--- config.mk ---
export PLATFORM = sky130hd
export DESIGN_NAME = hwr_div
export DESIGN_NICKNAME = d
export VERILOG_FILES = /design/src/rtl/core/assert_macros.svh /design/src/rtl/core/hwr_pkg.sv /design/src/rtl/core/hwr_div.sv
export SDC_FILE = /design/constraint.sdc
export NUM_CORES = 1
export LEC_CHECK = 0
export BUFFER_PORTS_ARGS = -buffer_cell sky130_fd_sc_hd__buf_2
export CAP_MARGIN = 20
export CORE_ASPECT_RATIO = 0.8
export CORE_UTILIZATION = 56
export DETAILED_ROUTE_END_ITERATION = 16
export PLACE_DENSITY = 0.92
export SYNTH_ARGS = -nofsm -noshare
export SYNTH_HDL_FRONTEND = slang
export SYNTH_SLANG_ARGS = --single-unit
--- constraint.sdc ---
create_clock -name clk -period 4.5 [get_ports clk]
set_input_delay 0.225 -clock clk [delete_from_list [all_inputs] [get_ports clk]]
set_output_delay 0.225 -clock clk [all_outputs]
set_load 0.05 [all_outputs]
--- src/rtl/core/assert_macros.svh ---
// ----------------------------------------------------------------------------
// assert_macros.svh
// shared concurrent assertion macros for the rtl
// ----------------------------------------------------------------------------
`ifndef ASSERT_MACROS_SVH
`define ASSERT_MACROS_SVH
`ifndef ASSERT_OFF
`define ASSERT_PROP(label, clk, rst_n, prop) \
	label: assert property (@(posedge clk) disable iff (!rst_n) prop) \
		else $error("assertion failed");
`define ASSERT_NEVER(label, clk, rst_n, cond) \
	label: assert property (@(posedge clk) disable iff (!rst_n) !(cond)) \
		else $error("forbidden condition seen");
`else
`define ASSERT_PROP(label, clk, rst_n, prop)
`define ASSERT_NEVER(label, clk, rst_n, cond)
`endif
`endif

--- src/rtl/core/hwr_pkg.sv ---
// ----------------------------------------------------------------------------
// hwr_pkg
// types and constants of the hermite waypoint replay block
// ----------------------------------------------------------------------------
package hwr_pkg;
	localparam int MAX_WAYPOINTS_DEF = 256;
	localparam int DIV_DW = 26;
	localparam int DIV_VW = 10;
	localparam int MS_PER_S = 1000;

	localparam logic [2:0] KIND_CLEAR  = 3'd0;
	localparam logic [2:0] KIND_APPEND = 3'd1;
	localparam logic [2:0] KIND_START  = 3'd2;
	localparam logic [2:0] KIND_TICK   = 3'd3;
	localparam logic [2:0] KIND_STOP   = 3'd4;

	localparam logic [1:0] ERR_OK   = 2'd0;
	localparam logic [1:0] ERR_FULL = 2'd1;
	localparam logic [1:0] ERR_FEW  = 2'd2;
	localparam logic [1:0] ERR_BUSY = 2'd3;

	localparam logic CFG_TICKS  = 1'b0;
	localparam logic CFG_PERIOD = 1'b1;

	typedef struct packed {
		logic [2:0]         kind;
		logic signed [15:0] way_pos_shoulder;
		logic signed [15:0] way_pos_elbow;
		logic signed [15:0] way_vel_shoulder;
		logic signed [15:0] way_vel_elbow;
	} req_t;

	typedef struct packed {
		logic signed [15:0] cmd_pos_shoulder;
		logic signed [15:0] cmd_pos_elbow;
		logic               cmd_valid;
		logic               moving;
		logic               done_res;
		logic [1:0]         error_code;
	} rsp_t;

	typedef struct packed {
		logic              start;
		logic [DIV_DW-1:0] dividend;
		logic [DIV_VW-1:0] divisor;
	} div_req_t;

	typedef struct packed {
		logic              done;
		logic [DIV_DW-1:0] quo;
		logic [DIV_VW-1:0] rem;
	} div_rsp_t;
endpackage

--- src/rtl/core/hwr_div.sv ---
// ----------------------------------------------------------------------------
// hwr_div
// restoring divider, one quotient bit per cycle
// ----------------------------------------------------------------------------
module hwr_div (
	input  logic              clk,
	input  logic              arst_n,
	input  hwr_pkg::div_req_t req,
	output hwr_pkg::div_rsp_t rsp
);
	import hwr_pkg::*;

	localparam int CNTW = $clog2(DIV_DW + 1);

	logic [DIV_DW-1:0] work_q;
	logic [DIV_VW-1:0] rem_q;
	logic [DIV_VW-1:0] dvs_q;
	logic [CNTW-1:0]   cnt_q;
	logic              busy_q;
	logic              done_q;
	logic [DIV_VW:0]   trial;
	logic [DIV_VW:0]   diff;
	logic              take;

	assign trial = {rem_q, work_q[DIV_DW-1]};
	assign take  = trial >= {1'b0, dvs_q};
	assign diff  = trial - {1'b0, dvs_q};

	always_ff @(posedge clk or negedge arst_n) begin
		if (!arst_n) begin
			busy_q <= 1'b0;
			done_q <= 1'b0;
			cnt_q  <= '0;
		end else begin
			done_q <= 1'b0;
			if (req.start) begin
				busy_q <= 1'b1;
				cnt_q  <= CNTW'(DIV_DW);
			end else if (busy_q) begin
				cnt_q <= cnt_q - 1'b1;
				if (cnt_q == CNTW'(1)) begin
					busy_q <= 1'b0;
					done_q <= 1'b1;
				end
			end
		end
	end

	always_ff @(posedge clk) begin
		if (req.start) begin
			work_q <= req.dividend;
			rem_q  <= '0;
			dvs_q  <= req.divisor;
		end else if (busy_q) begin
			work_q <= {work_q[DIV_DW-2:0], take};
			rem_q  <= take ? diff[DIV_VW-1:0] : trial[DIV_VW-1:0];
		end
	end

	assign rsp.done = done_q;
	assign rsp.quo  = work_q;
	assign rsp.rem  = rem_q;
endmodule

* Yosys cells after proc, flatten, opt, wreduce, memory -nomap -nowiden
Cells that the tools add are included.
Word-level totals: word-level logic and storage cells 22, output and inout bits 37, input bits 39, flip-flop bits (word level) 53
Operators by class: magnitude comparators 1, eq/ne operators 1, add/sub/neg operators 2, muxes and demuxes 11, reduce and logical (&&, ||, !) cells 1
Operators with widths (count):
- $mux W26 | 2
- $ge A11 B10 Y1 | 1
- $mux W10 | 1
- $mux W5 | 2
- $sub A10 B10 Y10 | 1
- $mux W1 | 6
- $eq A5 B1 Y1 const B | 1
- $sub A5 B1 Y5 const B | 1
- $reduce_bool A2 Y1 | 1

* Logic depth before layout (Yosys ltp)
Gate-level depths: netlist of run 1.
word-level depth 4, depth in mapped cells 10, depth with buffers taken out 10

* Worst setup path after synthesis of run 1
No wires, ideal clock.
kind flip-flop to flip-flop, start register rem_q[7], end register work_q[0] (data pin), buffers on the path 1, path slack 2.035 ns, cell stages (with the launch flop) 7, data arrival time 2.205 ns, period minus slack after synthesis 2.465 ns, data required time 4.240 ns, library setup time 0.260 ns, cells stage by stage dfxtp_1 > ha_1 > a21o_2 > a211oi_1 > nand3_4 > buf_8 > mux2_2
On the way: cells in the longest elaborated chain, start to end 3
RTL lines:
- start: declaration | line hwr_div.sv:16 | logic [DIV_VW-1:0] rem_q;
- start signal: assignment | line hwr_div.sv:56 | rem_q <= take ? diff[DIV_VW-1:0] : trial[DIV_VW-1:0];
- $ge A11 B10 Y1 | line hwr_div.sv:26 | assign take = trial >= {1'b0, dvs_q};
- $mux W26 | line hwr_div.sv:54 | end else if (busy_q) begin
- $mux W26 | line hwr_div.sv:50 | if (req.start) begin
- end signal: assignment | line hwr_div.sv:51 | work_q <= req.dividend;
- end signal: assignment | line hwr_div.sv:55 | work_q <= {work_q[DIV_DW-2:0], take};
- end: declaration | line hwr_div.sv:15 | logic [DIV_DW-1:0] work_q;
No other way between the ends. The select of a mux whose other input is x is not followed. A chain may end at the register's enable or synchronous reset.

* Worst setup path after layout of run 1
start register work_q[25], end register rem_q[8]
On the way: cells in the longest elaborated chain, start to end 2
RTL lines (line):
- $sub A10 B10 Y10 / $ge A11 B10 Y1 (equally long branches) | hwr_div.sv:27, hwr_div.sv:26
- $mux W10 * | hwr_div.sv:56
Mark *: on every way between the ends. The rest lies on a longest branch, timed or not.

==> results.md, run 1 <==
* Pin count of the biggest net entering global routing at 51
* DRC Markers at 0
* DIE AREA at 5034 um^2
* Yosys reg bits at 53
* RSZ-0062 raised after global routing: no
* CP max-delay cell: edfxtp_1
* Core area at 4569 um^2
* First-pass detailed-route iteration total at 4
* Chip height at 63.66 um
* CP required at 4.70 ns
* Crit start category: flop
* Fmax at 429.8 MHz
* TritonCTS clock tree: built
* Post-synth top flop: edfxtp_1
* WHS at 0.08152 ns
* Yosys warns at 0
* Leading cell type in the layout, fill and taps excluded: buf_2
* Async SR Flop Fraction at 0.1321
* CTS HTree Levels at 2
* Post-Synthesis Mean Instance Area at 12.44 um^2
* Final Power at 1781 uW
* Clock buffer depth at 2
* Final setup violating endpoints at 0
* Worst-Margin Slew at 0.9491 ns
* P per Cell Area at 557.8 nW/um^2
* Clk_lat worst skew at 0.31 ns
* Post-Syn Area at 2661 um^2
* ANT nets after route at 0
* Met3 Use GR at 0.04928
* WP data arrival at 2.53 ns
* Nets at 342
* Layout Area Growth over Synthesis at 19.98%
* GRT Resource Usage Total at 0.2368
* EDFF count, synth at 36
* Grt met2 use at 0.3513
* Clock sinks at 53
* Most frequent CP cell: inv_1
* Final number of max-transition violations at 0
* Worst Setup End Kind: flop
* Syn nets at 266
* # Post-CTS Setup Buffers at 0
* Via density at 5.420
* Vias in the first global route at 1841
* Num CTS Buffers at 5
* Num ports at 76
* Vias at 1908
* CP Cell Sequence: inv_1, ha_1, inv_1, fa_1, a211oi_1, nor2_1, o22ai_1, xor2_1, nand3_1, o311a_2
* Max-cap violations at 0
* Synth cell types at 45
* Starting Density at 0.5824
* Clock Skew at 0.008576 ns
* Worst Hold Class: in2reg
* Worst-path clk slew at 0.09 ns
* CP max stage delay at 0.42 ns
* Crit path time final at 2.327 ns
* Gr busiest metal: met2
* Row Count at 22
* Number of DRC markers in iteration 0 at 174
* Clock root buffer: clkbuf_8
* DIE WIDTH at 79.08 um
* First-pass GRT wire length at 8866 um
* IO Port Bufs at 75
* Grt ovf at 0
* Buf+Inv Stages, Crit Path at 2
* Detailed Route WL at 5457 um
* Met1 GRT Util at 0.3333
* Crit Path Max Fanout at 3
* RePlAce Congestion at 0.8480
* Final TNS setup at 0 ns
* Crit Path Class: reg2reg
* Initial antenna violation count at 1
* Worst vdd ir at 0.2947 mV
* DPL Wire Length at 3909 um
* Register area share after synthesis at 0.5472
* Commonest non-fill, non-tap cells in the layout: buf_2 (75), edfxtp_1 (36), mux2_2 (26)
* Share of cells above drive strength 1 at 0.4089
* Final hold violations at 0
* Leak Pwr at 0.001460 uW
* Post-synthesis cell count at 214
* Outcome: completed
* Headroom to the max-slew limit at 0.3666
* Final period util at 0.5170
* CP top delay family: compound AO/OA/AOI/OAI gates
* WL/cell at 15.50 um
## worst paths after layout
check                           start  endpoint  slack, ns  depth (start not counted)
setup reg to reg           work_q[25]  rem_q[8]       2.17                         10
max in group asynchronous      arst_n  cnt_q[1]       4.08                          2
min in group asynchronous      arst_n  cnt_q[4]       0.27                          2
hold / removal                 req[7]  dvs_q[7]       0.08                          1
hold reg to reg              rem_q[4]  rem_q[4]       0.52                          2
setup / recovery           work_q[25]  rem_q[8]       2.17                         10
## layout make-up
class,instances,area [um^2]
Tap cell,60,75.07
Antenna cell,1,2.502
Inverter,16,60.06
Timing Repair Buffer,77,392.9
Multi-Input combinational cell,137,1100
Sequential cell,53,1456
Fill cell,354,1376
Clock inverter,2,33.78
Clock buffer,6,72.57
## flip-flops by register name, summed over array words and instances, names as in the netlist
name	flops
cnt_q	5
done_q	1
rem_q	10
busy_q	1
dvs_q	10
work_q	26
## cell families (layout without fill, tap and decap cells)
group                      count (synthesis)  count (layout)  share of synthesized area
DFF                                       53              53                     0.5473
and+or+nand+nor                           49              49                    0.09122
AOI/OAI and AO/OA                         34              34                    0.09685
muxes                                     30              30                     0.1251
buffers and inverters                     24             101                    0.03949
adders and majority gates                 13              13                    0.06394
xor gates and xnor gates                  11              11                    0.03620
other                                      0               1                          0
## report_power, final
part | leakage [uW] | switching (uW) | internal, uW
Combinational | 0.000873 | 518 | 274
Sequential | 0.000534 | 66.5 | 607
Clock | 0.0000528 | 152 | 164
## routing by layer
metal  routed length [um]  up-vias
li1                     -      938
met1                 2365      886
met2                 2678       75
met3                  336        9
met4                   77        0
met5                    0        -
## what timing repair did
action | 4_1_cts | 5_1_grt
gates resized for setup | 0 | 0
hold buffers | 1 | 0
endpoints found under the hold margin | 7 | 0
## through the flow
step / utilization / setup WS, ns / std cells / cell area, um^2
after detailed placement: 0.6728 / 2.252 / 342 / 3074
final: 0.6988 / 2.173 / 352 / 3193
after global routing: 0.6988 / 2.062 / 352 / 3193
after global placement: 0.6728 / 2.304 / 342 / 3074
after floorplan: - / 2.035 / 214 / 2661
after CTS: 0.6982 / 2.220 / 351 / 3191
## synthesized netlist by cell type (4+ instances only)
library cell | instances | area, um^2
xnor2_1 | 5 | 43.79
dfrtp_1 | 7 | 175.2
dfxtp_1 | 10 | 200.2
nand3_1 | 6 | 30.03
ha_1 | 12 | 150.1
nor3_1 | 4 | 20.02
nor2_1 | 16 | 60.06
inv_1 | 16 | 60.06
xor2_1 | 6 | 52.55
edfxtp_1 | 36 | 1081
nand2_1 | 13 | 48.80
mux2i_1 | 4 | 40.04
mux2_2 | 26 | 292.8
a211oi_1 | 7 | 52.55
Note: power is estimated with default switching activity, not from simulation.
==> inputs of run 2 (changes only) <==
- CORE_UTILIZATION: 56 -> 47
- PLACE_DENSITY: 0.92 -> 0.83
- clock period: 4.5 -> 2.1 ns (I/O delays scaled with it)
==> results.md, run 2 (synthesis results as in run 1) <==
* Final WS setup at -0.06128 ns
* Clock buffer depth at 2
* Pin count of the biggest net entering global routing at 27
* Detailed Route WL at 6464 um
* ANT nets after route at 0
* WP data arrival at 2.40 ns
* Via density at 5.293
* Headroom to the max-slew limit at 0.7168
* WL/cell at 16.20 um
* P per Cell Area at 1219 nW/um^2
* CP max stage delay at 0.42 ns
* Final hold violations at 0
* Outcome: complete, but fails checks
* Clock Skew at 0.01002 ns
* GRT Resource Usage Total at 0.2096
* Core Util, Final at 0.6596
* CTS HTree Levels at 2
* Layout Area Growth over Synthesis at 35.45%
* CP top delay family: adder cells
* Nets at 372
* Worst vdd ir at 0.6034 mV
* Crit Path Max Fanout at 3
* Worst reg2reg startpoint: work_q[25]
* DPL Wire Length at 4212 um
* Worst Hold Class: in2reg
* CP startpoint: work_q[25]
* Most frequent CP cell: inv_2
* Commonest non-fill, non-tap cells in the layout: buf_2 (75), edfxtp_1 (36), mux2_2 (25)
* Crit path time final at 2.161 ns
* Number of DRC markers in iteration 0 at 142
* N_diodes at 0
* Clk_lat worst skew at 0.31 ns
* Chip height at 69.31 um
* Fmax at 462.7 MHz
* Leading cell type in the layout, fill and taps excluded: buf_2
* First-pass GRT wire length at 9860 um
* Min-delay src: req[12]
* Crit start category: flop
* Num CTS Buffers at 5
* IO Port Bufs at 75
* Vias at 2112
* Final number of max-transition violations at 0
* Grt ovf at 0
* Max reg flops at 26
* WHS at 0.09407 ns
* DIE AREA at 5969 um^2
* Vias in the first global route at 2110
* Final period util at 1.029
* Share of cells above drive strength 1 at 0.5016
* Worst Setup End Kind: flop
* Final setup violating endpoints at 6
* Worst R2R Setup Slack at -0.06 ns
* First-pass detailed-route iteration total at 5
* Row Count at 24
* Failing checks: setup timing
* Core area at 5465 um^2
* Worst-path clk slew at 0.10 ns
* CP Cell Sequence: inv_2, ha_4, inv_2, fa_2, a211oi_2, buf_4, o21bai_1, a21oi_1, xnor2_1, nor3_2, nor3_1
* Clock sinks at 53
* Largest Register: work_q
* Leak Pwr at 0.001632 uW
* Initial antenna violation count at 0
* RePlAce Congestion at 0.8399
* Worst-Margin Slew at 0.4247 ns
* CP required at 2.34 ns
* DRC Markers at 0
* Clock root buffer: clkbuf_8
* TritonCTS clock tree: built
* Starting Density at 0.4870
* Max-cap violations at 0
* RSZ-0062 raised after global routing: yes
* Buf+Inv Stages, Crit Path at 3
* Largest registers: work_q (26), dvs_q (10), rem_q (10)
* Final Power at 4393 uW
* Crit Path Class: reg2reg
* Num ports at 76
* DIE WIDTH at 86.13 um
* CP max-delay cell: edfxtp_1
-- run 2: metrics by stage --
stage | setup TNS [ns] | worst slack (ns) | std cells | cell area, um^2
after detailed placement | -0.1201 | -0.03338 | 376 | 3268
after global placement | 0 | 0.04468 | 376 | 3268
final | -0.1741 | -0.06128 | 399 | 3605
after floorplan | -1.112 | -0.1639 | 214 | 2713
after CTS | 0 | 0.002846 | 396 | 3536
after global routing | -1.218 | -0.1647 | 399 | 3605
-- run 2: power by group --
part | internal (uW) | switching, uW
Combinational | 827 | 1270
Clock | 480 | 358
Sequential | 1310 | 149
Total | 2620 | 1770
-- run 2: per-layer routing --
metal	part of all wire	global-route usage	vias to the layer above
met2	0.50	0.3448	75
met3	0.039	0.02500	20
met1	0.43	0.2884	1023
met4	0.027	0.07037	0
met5	0	0	-
li1	-	-	994
-- run 2: final cells by class --
cell class | count | area (um^2)
clock buffers | 5 | 68.82
clock inverters | 3 | 68.82
fillers | 428 | 1861
inverters | 16 | 60.06
multi-input cells | 137 | 1201
flip-flops and latches | 53 | 1465
well taps | 78 | 97.59
repair buffers | 107 | 643.1
-- run 2: path summary, 6_finish.rpt --
check,endpoint,cells after the start
worst min register to register,rem_q[4],2
max in group asynchronous,busy_q,2
min in group asynchronous,cnt_q[3],2
worst max-delay path,rem_q[6],11
worst min-delay path,work_q[2],2
worst max register to register,rem_q[6],11
-- run 2: repair_timing --
action                                  CTS  global route
endpoints found under the setup margin    8            11
endpoints found under the hold margin    17             0
hold buffers                             11             0
gates resized for setup                   1             7
setup buffers                             1             3
pin swaps                                 2             8
